## src/hw/rtl/doq_pkg.sv

```systemverilog
// ----------------------------------------------------------------------------
// doq_pkg
// Types and constants shared by the deadline-ordered timer queue.
// ----------------------------------------------------------------------------
package doq_pkg;

    localparam int DEPTH_DEFAULT = 16;

    localparam int DEADLINE_W = 48;
    localparam int TIMER_W    = 32;
    localparam int OWNER_W    = 16;
    localparam int OP_W       = 2;
    localparam int COUNT_W    = 5;

    // Operation codes
    localparam logic [OP_W-1:0] OP_INSERT     = 2'd0;
    localparam logic [OP_W-1:0] OP_REMOVE_ID  = 2'd1;
    localparam logic [OP_W-1:0] OP_REMOVE_OWN = 2'd2;
    localparam logic [OP_W-1:0] OP_TICK       = 2'd3;

    // Per-cell commands
    localparam int CMD_W = 3;
    localparam logic [CMD_W-1:0] CELL_HOLD     = 3'd0;
    localparam logic [CMD_W-1:0] CELL_INSERT   = 3'd1;
    localparam logic [CMD_W-1:0] CELL_POP      = 3'd2;
    localparam logic [CMD_W-1:0] CELL_MARK_ID  = 3'd3;
    localparam logic [CMD_W-1:0] CELL_MARK_OWN = 3'd4;
    localparam logic [CMD_W-1:0] CELL_COMPACT  = 3'd5;

    typedef struct packed {
        logic [DEADLINE_W-1:0] deadline;
        logic [TIMER_W-1:0]    timer_ident;
        logic [OWNER_W-1:0]    instance_ident;
    } doq_entry_t;

    typedef struct packed {
        logic [CMD_W-1:0] cmd;
        doq_entry_t       entry;
    } doq_cell_ctrl_t;

    typedef struct packed {
        logic [OP_W-1:0]       operation;
        logic [DEADLINE_W-1:0] deadline;
        logic [TIMER_W-1:0]    timer_ident;
        logic [OWNER_W-1:0]    instance_ident;
        logic [DEADLINE_W-1:0] now_time;
    } doq_in_item_t;

    typedef struct packed {
        logic                  fired;
        logic [TIMER_W-1:0]    fired_timer;
        logic [OWNER_W-1:0]    fired_owner;
        logic [COUNT_W-1:0]    queue_count;
        logic [COUNT_W-1:0]    removed_count;
        logic                  overflow;
        logic [DEADLINE_W-1:0] next_deadline;
    } doq_out_item_t;

endpackage

```

## src/hw/rtl/doq_cell.sv

```systemverilog
// ----------------------------------------------------------------------------
// doq_cell
// One slot of the sorted queue: holds an entry, trades with its neighbors.
// ----------------------------------------------------------------------------
module doq_cell
    import doq_pkg::*;
(
    input  logic           aclk,
    input  logic           aresetn,
    input  doq_cell_ctrl_t ctrl,
    input  doq_entry_t     left_entry,
    input  logic           left_valid,
    input  logic           left_le,
    input  logic           left_shift,
    input  doq_entry_t     right_entry,
    input  logic           right_valid,
    input  logic           right_dead,
    output doq_entry_t     entry,
    output logic           valid,
    output logic           dead,
    output logic           le,
    output logic           shift
);

    doq_entry_t entry_reg, entry_next;
    logic       valid_reg, valid_next;
    logic       dead_reg, dead_next;

    assign le    = valid_reg && (entry_reg.deadline <= ctrl.entry.deadline);
    assign shift = dead_reg || left_shift;

    always_comb begin
        entry_next = entry_reg;
        valid_next = valid_reg;
        dead_next  = dead_reg;
        unique case (ctrl.cmd)
            CELL_INSERT: begin
                // keep earlier-or-equal entries, open a gap, push the rest right
                if (!le) begin
                    if (left_le) begin
                        entry_next = ctrl.entry;
                        valid_next = 1'b1;
                    end else begin
                        entry_next = left_entry;
                        valid_next = left_valid;
                    end
                end
            end
            CELL_POP: begin
                entry_next = right_entry;
                valid_next = right_valid;
            end
            CELL_MARK_ID: begin
                dead_next = valid_reg &&
                            (entry_reg.timer_ident == ctrl.entry.timer_ident);
            end
            CELL_MARK_OWN: begin
                dead_next = valid_reg &&
                            (entry_reg.instance_ident == ctrl.entry.instance_ident);
            end
            CELL_COMPACT: begin
                // close the leftmost hole: everything from it onward moves left
                if (shift) begin
                    entry_next = right_entry;
                    valid_next = right_valid;
                    dead_next  = right_dead;
                end
            end
            default: begin
                entry_next = entry_reg;
            end
        endcase
    end

    always_ff @(posedge aclk) begin
        entry_reg <= entry_next;
        if (!aresetn) begin
            valid_reg <= 1'b0;
            dead_reg  <= 1'b0;
        end else begin
            valid_reg <= valid_next;
            dead_reg  <= dead_next;
        end
    end

    assign entry = entry_reg;
    assign valid = valid_reg;
    assign dead  = dead_reg;

endmodule

```

## src/hw/rtl/deadline_ordered_timer_queue.sv

```systemverilog
// ----------------------------------------------------------------------------
// deadline_ordered_timer_queue
// Timer queue kept sorted by deadline in a row of slot cells.
// ----------------------------------------------------------------------------
//  channel  | ports                     | payload
//  ---------+---------------------------+-----------------------------
//  input    | s_valid, s_ready, s_item  | doq_in_item_t (operation...)
//  result   | m_valid, m_ready, m_item  | doq_out_item_t (one per op)
//
//  Insert and tick update the cells in the transfer cycle; the result
//  register loads from the report state. A remove marks matches in the
//  transfer cycle, then one cell shift closes each hole before the report.
//  Reset clears every slot valid flag at once; no clearing pass is needed.
//  A new item is taken while an earlier result still waits on m_ready; a
//  stalled result holds the block in its report state.
// ----------------------------------------------------------------------------
module deadline_ordered_timer_queue
    import doq_pkg::*;
#(
    parameter int QUEUE_DEPTH = DEPTH_DEFAULT
) (
    input  logic          aclk,
    input  logic          aresetn,
    input  logic          s_valid,
    output logic          s_ready,
    input  doq_in_item_t  s_item,
    output logic          m_valid,
    input  logic          m_ready,
    output doq_out_item_t m_item
);

    localparam int CNT_W = $clog2(QUEUE_DEPTH + 1);

    localparam logic [1:0] ST_IDLE    = 2'd0;
    localparam logic [1:0] ST_COMPACT = 2'd1;
    localparam logic [1:0] ST_REPORT  = 2'd2;

    logic [1:0] state_reg, state_next;

    doq_cell_ctrl_t   ctrl;
    doq_entry_t       cell_ent [QUEUE_DEPTH];
    logic [QUEUE_DEPTH-1:0] cell_vld, cell_dead, cell_le, cell_shf;

    logic [CNT_W-1:0] count_reg, count_next;
    logic [CNT_W-1:0] removed_reg, removed_next;
    logic             fired_reg, fired_next;
    logic             ovf_reg, ovf_next;
    logic [TIMER_W-1:0] ftimer_reg, ftimer_next;
    logic [OWNER_W-1:0] fowner_reg, fowner_next;
    logic             m_valid_reg, m_valid_next;
    doq_out_item_t    m_item_reg, m_item_next;

    logic accept, full, any_dead, head_due;

    assign s_ready  = (state_reg == ST_IDLE);
    assign accept   = s_valid && s_ready;
    assign full     = cell_vld[QUEUE_DEPTH-1];
    assign any_dead = |cell_dead;
    assign head_due = cell_vld[0] && (cell_ent[0].deadline < s_item.now_time);

    // ---- slot chain ----
    genvar i;
    generate
        for (i = 0; i < QUEUE_DEPTH; i++) begin : g_cell
            doq_entry_t l_ent, r_ent;
            logic       l_vld, l_le, l_shf, r_vld, r_dead;
            if (i == 0) begin : g_first
                assign l_ent = ctrl.entry;
                assign l_vld = 1'b1;
                assign l_le  = 1'b1;
                assign l_shf = 1'b0;
            end else begin : g_inner_l
                assign l_ent = cell_ent[i-1];
                assign l_vld = cell_vld[i-1];
                assign l_le  = cell_le[i-1];
                assign l_shf = cell_shf[i-1];
            end
            if (i == QUEUE_DEPTH - 1) begin : g_last
                assign r_ent  = ctrl.entry;
                assign r_vld  = 1'b0;
                assign r_dead = 1'b0;
            end else begin : g_inner_r
                assign r_ent  = cell_ent[i+1];
                assign r_vld  = cell_vld[i+1];
                assign r_dead = cell_dead[i+1];
            end
            doq_cell u_cell (
                .aclk        (aclk),
                .aresetn     (aresetn),
                .ctrl        (ctrl),
                .left_entry  (l_ent),
                .left_valid  (l_vld),
                .left_le     (l_le),
                .left_shift  (l_shf),
                .right_entry (r_ent),
                .right_valid (r_vld),
                .right_dead  (r_dead),
                .entry       (cell_ent[i]),
                .valid       (cell_vld[i]),
                .dead        (cell_dead[i]),
                .le          (cell_le[i]),
                .shift       (cell_shf[i])
            );
        end
    endgenerate

    // ---- control ----
    always_comb begin
        state_next   = state_reg;
        count_next   = count_reg;
        removed_next = removed_reg;
        fired_next   = fired_reg;
        ovf_next     = ovf_reg;
        ftimer_next  = ftimer_reg;
        fowner_next  = fowner_reg;
        m_valid_next = m_valid_reg;
        m_item_next  = m_item_reg;

        ctrl.cmd                  = CELL_HOLD;
        ctrl.entry.deadline       = s_item.deadline;
        ctrl.entry.timer_ident    = s_item.timer_ident;
        ctrl.entry.instance_ident = s_item.instance_ident;

        if (m_valid_reg && m_ready) begin
            m_valid_next = 1'b0;
        end

        unique case (state_reg)
            ST_IDLE: begin
                if (accept) begin
                    removed_next = '0;
                    fired_next   = 1'b0;
                    ovf_next     = 1'b0;
                    ftimer_next  = '0;
                    fowner_next  = '0;
                    state_next   = ST_REPORT;
                    unique case (s_item.operation)
                        OP_INSERT: begin
                            if (full) begin
                                ovf_next = 1'b1;
                            end else begin
                                ctrl.cmd   = CELL_INSERT;
                                count_next = count_reg + 1'b1;
                            end
                        end
                        OP_REMOVE_ID: begin
                            ctrl.cmd   = CELL_MARK_ID;
                            state_next = ST_COMPACT;
                        end
                        OP_REMOVE_OWN: begin
                            ctrl.cmd   = CELL_MARK_OWN;
                            state_next = ST_COMPACT;
                        end
                        OP_TICK: begin
                            if (head_due) begin
                                ctrl.cmd    = CELL_POP;
                                fired_next  = 1'b1;
                                ftimer_next = cell_ent[0].timer_ident;
                                fowner_next = cell_ent[0].instance_ident;
                                count_next  = count_reg - 1'b1;
                            end
                        end
                        default: begin
                            ctrl.cmd = CELL_HOLD;
                        end
                    endcase
                end
            end
            ST_COMPACT: begin
                if (any_dead) begin
                    ctrl.cmd     = CELL_COMPACT;
                    count_next   = count_reg - 1'b1;
                    removed_next = removed_reg + 1'b1;
                end else begin
                    state_next = ST_REPORT;
                end
            end
            ST_REPORT: begin
                // wait for the result register to free up
                if (!m_valid_reg || m_ready) begin
                    m_valid_next               = 1'b1;
                    m_item_next.fired          = fired_reg;
                    m_item_next.fired_timer    = ftimer_reg;
                    m_item_next.fired_owner    = fowner_reg;
                    m_item_next.queue_count    = COUNT_W'(count_reg);
                    m_item_next.removed_count  = COUNT_W'(removed_reg);
                    m_item_next.overflow       = ovf_reg;
                    m_item_next.next_deadline  = cell_vld[0] ? cell_ent[0].deadline
                                                             : '0;
                    state_next                 = ST_IDLE;
                end
            end
            default: begin
                state_next = ST_IDLE;
            end
        endcase
    end

    always_ff @(posedge aclk) begin
        removed_reg <= removed_next;
        fired_reg   <= fired_next;
        ovf_reg     <= ovf_next;
        ftimer_reg  <= ftimer_next;
        fowner_reg  <= fowner_next;
        m_item_reg  <= m_item_next;
        if (!aresetn) begin
            state_reg   <= ST_IDLE;
            count_reg   <= '0;
            m_valid_reg <= 1'b0;
        end else begin
            state_reg   <= state_next;
            count_reg   <= count_next;
            m_valid_reg <= m_valid_next;
        end
    end

    assign m_valid = m_valid_reg;
    assign m_item  = m_item_reg;

endmodule

```

## config.mk

```make
export PLATFORM = sky130hd
export DESIGN_NAME = deadline_ordered_timer_queue
export DESIGN_NICKNAME = d
export VERILOG_FILES = /design/src/hw/rtl/doq_pkg.sv /design/src/hw/rtl/doq_cell.sv /design/src/hw/rtl/deadline_ordered_timer_queue.sv
export SDC_FILE = /design/constraint.sdc
export NUM_CORES = 2
export LEC_CHECK = 0
export CORE_ASPECT_RATIO = 1.75
export CORE_MARGIN = 2
export CORE_UTILIZATION = 39
export CTS_BUF_LIST = sky130_fd_sc_hd__clkbuf_16
export DETAILED_ROUTE_END_ITERATION = 8
export DONT_BUFFER_PORTS = 1
export MAX_ROUTING_LAYER = met4
export PLACE_DENSITY = 0.55
export SLEW_MARGIN = 10
export SYNTH_ARGS = -nofsm -noshare
export SYNTH_HDL_FRONTEND = slang
export SYNTH_SLANG_ARGS = --single-unit
```

## constraint.sdc

```tcl
create_clock -name aclk -period 12.7 [get_ports aclk]
set_clock_uncertainty 0.2 [all_clocks]
set_input_delay 1.27 -clock aclk [delete_from_list [all_inputs] [get_ports aclk]]
set_output_delay 1.27 -clock aclk [all_outputs]
set_load 0.02 [all_outputs]
```

After elaboration in Yosys (flattened, before gate mapping). Cells that the tools add are included.

Add/sub/neg operators: 3. Magnitude comparators: 17. Eq/ne operators: 81. Multiplexer cells: 182. Reductions and logical operators: 112.

Operators with widths (number): $pmux 96 s3 (16); $mux 96 (47); $le 48x48->1 (16); $eq 32x32->1 (16); $eq 16x16->1 (16); $pmux 1 s3 (32); $mux 1 (68); $reduce_and 3->1 (18); $logic_and 1x1->1 (51); $lt 48x48->1 (1); $ne 2x2->1 const B (19); $reduce_and 2->1 (18); $ne 2x1->1 const B (17); $mux 5 (6); $pmux 5 s2 (3); $logic_or 1x1->1 (16); $reduce_or 16->1 (1); $pmux 3 s4 (1); $add 5x1->5 const B (2); $mux 2 (5); $eq 2x2->1 const B (3); $eq 3x2->1 const B (2); $eq 3x3->1 const B (2); $mux 3 (2); other kinds (13) (17).

Register bits after elaboration: 1739. Bits of input ports: 150. Output and inout port bits: 110. Logic and storage cells: 490.

Logic depth before layout (Yosys ltp).
Depth after elaboration: 17. Gate-level depth with buffers: 16. Depth with buffers taken out: 12.

By module. A second synthesis with hierarchy kept.

Cell total of the unflattened synthesis: 11662. Area total of the unflattened synthesis: 117900.6 µm².

By module, submodules not included: doq_cell at g_cell[0].u_cell ... (instances 13, cells each 696, area each 6912.9 µm², sequential area each 2922.8 µm²); doq_cell at g_cell[7].u_cell ... (instances 3, cells each 691, area each 6846.6 µm², sequential area each 2922.8 µm²); deadline_ordered_timer_queue (instances 1, cells each 541, area each 7493.4 µm², sequential area each 5054.8 µm²).

Least setup slack after synthesis. No wires, ideal clock.

Path type: input port to flip-flop. Start point: input port s_item[143] in the netlist's numbering. End point: register g_cell[0].u_cell.entry_reg, in the netlist g_cell[0].u_cell.entry[0] (enable). Library setup time: 693 ps. Data arrival time: 10916 ps. Data required time: 11807 ps. Setup slack: 891 ps. Stages: 11. Buffers on the path: 2. Path through: inv_1 -> ha_1 -> nand4_1 -> or4_1 -> or4_1 -> nand2b_1 -> o32ai_1 -> nor2_1 -> buf_2 -> buf_1 -> a211oi_1.

Longest elaborated chain between the ends: 4.

RTL lines: from (decl) (line deadline_ordered_timer_queue.sv:26) `input doq_in_item_t s_item,`; $le 48x48->1 (line doq_cell.sv:29) `assign le = valid_reg && (entry_reg.deadline <= ctrl.entry.deadline);`; $logic_and 1x1->1 (line doq_cell.sv:29); $ne 2x2->1 (no line); $reduce_and 3->1 (no line); to (signal assigned) (line doq_cell.sv:76) `entry_reg <= entry_next;`; to (decl) (line doq_cell.sv:25) `doq_entry_t entry_reg, entry_next;`.

Every way passes these cells. A chain may end at the register's enable or synchronous reset.

==> flow_summary_export.csv <==
group,metric,value,unit
logic_synthesis,ys_seq_area_frac,0.466,
grt,grt_pass1_vias,84100,
die,fp.coreArea,0.284,mm²
power_and_ir_drop,sequentialPowerShare,0.433,
drt,viasPerCell,5.87,
logic_synthesis,synth_common_cells,"1699 x edfxtp_1, 1693 x nand2_1, 1316 x mux2i_1",
logic_synthesis,synth_warnings,0,
drt,drc,0,
logic_synthesis,async_reset_ff_frac,0,
critical_path,worst-r2r-cell-count,14,
drt,ant_nets,0,
logic_synthesis,yosys-top-cells-area,"edfxtp_1 46%, mux2i_1 12%, ha_1 9.3%, nand2_1 5.7%, o21ai_0 4.0%",
timing,hold_violations,0,
logic_synthesis,synthCells,10500,
clock_tree,postCtsHoldBufs,0,
clock_tree,cts-root-buf,"clkbuf_16",
placed_design,dpl-instance-area,0.114,mm²
clock_tree,clkSinkCount,1739,
clock_tree,cts_setup_buffers,0,
critical_path,crit_chain,"ha_1 > a21oi_1 > o21a_1 > o221ai_1 > a211oi_2 > o211ai_1 > inv_2 > buf_4 > a21oi_1 > a221oi_4 > buf_4 > buf_4 > buf_12 > o21ai_0",
die,die_w,407,µm
drt,wirelength,418,mm
final_layout,area_growth,8.18,%
placed_design,placed_cells,13700,
power_and_ir_drop,ir_drop,153,µV
power_and_ir_drop,power_density,210,mW/mm²
logic_synthesis,avgSynthCellArea,10.6,µm²
status,status,"complete, but fails checks",
grt,globalRouteTotalUtil,0.289,
drt,wl_per_cell,29.8,µm
die,boundaryPins,260,
worst_hold_path,hold_depth,0,
final_layout,design.final.nets,11100,
power_and_ir_drop,intPower,15.3,mW
clock_tree,cts-buffers-inserted,186,
drt,initialDrtViolationCount,6620,
timing,tightest_slew,1.52,ns
power_and_ir_drop,combPwrFrac,0.350,
logic_synthesis,synth_flop_cell,"edfxtp_1",
clock_tree,clk_latency,0.92,ns
final_layout,final_cell_area,0.120,mm²
timing,slew_viol_final,13,
critical_path,crit_cells,14,
grt,grt_overflow,0,
power_and_ir_drop,switchingPower,9.93,mW
final_layout,fin_cells,14000,
critical_path,critPathBufInv,5,
final_layout,multi_input_area,0.0559,mm²
logic_synthesis,ys_types,81,
critical_path,start_kind,"flop",
status,violations,"max-capacitance violations, max-slew violations",
power_and_ir_drop,p_leak,48.1,nW
critical_path,crit_path_end_kind,"flop",
logic_synthesis,synth_top_area_share,0.459,
critical_path,slowest_stage,"a211oi_2",
timing,setup_tns,0,ns
timing,max_freq,0.131,GHz
final_layout,fillerInstances,27300,
timing,post-route-min-period,7.66,ns
run,cap_violations,1,
clock_tree,cts_max_path_buffers,4,
power_and_ir_drop,p_sw_frac,0.394,
logic_synthesis,synth_top_cell_by_area,"edfxtp_1",
critical_path,crit_top_cell,"buf_4",
final_layout,seq_area,0.0518,mm²
critical_path,crit_type,"reg2reg",
die,die_area,0.289,mm²
placed_design,numPortBuffers,0,
final_layout,largest_register_ffs,1536,
placed_design,dp_hpwl,306,mm
die,num_rows,259,
critical_path,cp_max_fo,279,
clock_tree,cts_resized,0,
critical_path,crit_family,"compound AO/OA/AOI/OAI gates",
grt,grt_pass1_wl,596,mm
drt,vias,82400,
clock_tree,clk_pin_slew,0.07,ns
logic_synthesis,synth_nets,11500,
critical_path,crit_required,13.07,ns
clock_tree,cts_tree,"done",
die,start_util,0.391,
worst_hold_path,worstHoldPathType,"reg2reg",
drt,dr.pass1.iters,6,
timing,setup_viol,0,
logic_synthesis,synth-edff-count,1699,
timing,whs,0.215,ns
critical_path,critPathArrivalTime,8.03,ns
critical_path,crit_path_max_incr_delay,0.86,ns
final_layout,drive_above_1_share,0.0527,
placed_design,gp_congestion,0.961,
power_and_ir_drop,p_clk_frac,0.217,
logic_synthesis,synth-seq-cells,1739,
timing,rsz0062_at_grt,"no",
logic_synthesis,synth.most_common_cell,"edfxtp_1",
timing,maxSlewHeadroom,-0.0254,
die,die_h,710,µm
clock_tree,cts.htree.levels,4,
grt,antenna_found_initial,10,
grt,grt_max_degree,280,
logic_synthesis,synth.cell_area,0.111,mm²
timing,min_period_over_period,0.603,
## power by group through the flow
stage	Combinational [mW]	Clock, mW	Sequential [mW]
6_report	8.82	5.46	10.9
3_5_place_dp	8.73	0	11.0
4_1_cts	8.75	5.55	10.9
2_1_floorplan	6.16	0	10.3
3_3_place_gp	8.48	0	11.0
5_1_grt	9.59	5.72	11.1
## cells by family after synthesis
logic type	synth area share
buffers and inverters	0.0339
multiplexers	0.129
adder cells (fa/ha/maj)	0.0926
AND/OR/NAND/NOR	0.106
AO/OA/AOI/OAI	0.112
flip-flops	0.466
XOR/XNOR	0.0611
## final cells by class
class,count,share of cell area
antenna,8,0.000167
clock buffer,186,0.0387
clock inverter,139,0.00880
inverter,152,0.00481
multi-input combinational,7871,0.465
sequential,1739,0.431
tap,3784,0.0394
timing repair buffer,163,0.0119
## cells in the final DEF (no fill, tap or decap), types with 24 or more instances in the layout
| cell type | instances |
|---|---|
| nor3_1 | 54 |
| o211ai_1 | 30 |
| nor2_1 | 149 |
| a221oi_1 | 24 |
| ha_1 | 822 |
| a211oi_1 | 33 |
| a21o_1 | 179 |
| xor2_1 | 300 |
| nor4_1 | 115 |
| inv_1 | 176 |
| a21oi_1 | 302 |
| nor2b_1 | 35 |
| mux2_1 | 41 |
| and2_1 | 101 |
| edfxtp_1 | 1699 |
| o21ai_1 | 617 |
| clkbuf_16 | 186 |
| buf_4 | 146 |
| clkinv_1 | 43 |
| dfxtp_1 | 39 |
| clkinv_2 | 31 |
| mux2i_1 | 1316 |
| xnor2_1 | 475 |
| nand4_1 | 274 |
| mux2_2 | 60 |
| o21ai_0 | 882 |
| nand3_1 | 84 |
| nand2_1 | 1691 |
## through the flow
stage | power, mW | setup WS, ns | util
2_1_floorplan | 16.4 | 0.891 | -
3_3_place_gp | 19.5 | 4.64 | 0.403
3_5_place_dp | 19.7 | 4.55 | 0.403
4_1_cts | 25.2 | 5.36 | 0.423
5_1_grt | 26.4 | 4.74 | 0.423
6_report | 25.2 | 5.04 | 0.423
## per-layer routing
metal,vias up,part of all wire,global-route usage
met5,-,0,-
met4,0,0.11,0.266
met3,1208,0.047,0.0390
met2,2747,0.51,0.503
met1,40700,0.34,0.277
li1,37700,-,-
## final timing paths
kind	from	endpoint	slack, ns
worst max register to register	g_cell[0].u_cell.entry[79]$_DFFE_PP_	g_cell[12].u_cell.entry[27]$_DFFE_PP_	5.04
worst min-delay path	ftimer_reg[15]$_SDFFCE_PP0P_	m_item[90]$_DFFE_PP_	0.22
worst max-delay path	g_cell[0].u_cell.entry[79]$_DFFE_PP_	g_cell[12].u_cell.entry[27]$_DFFE_PP_	5.04
worst min register to register	ftimer_reg[15]$_SDFFCE_PP0P_	m_item[90]$_DFFE_PP_	0.22
No activity file was read; power rests on OpenSTA's default activity.
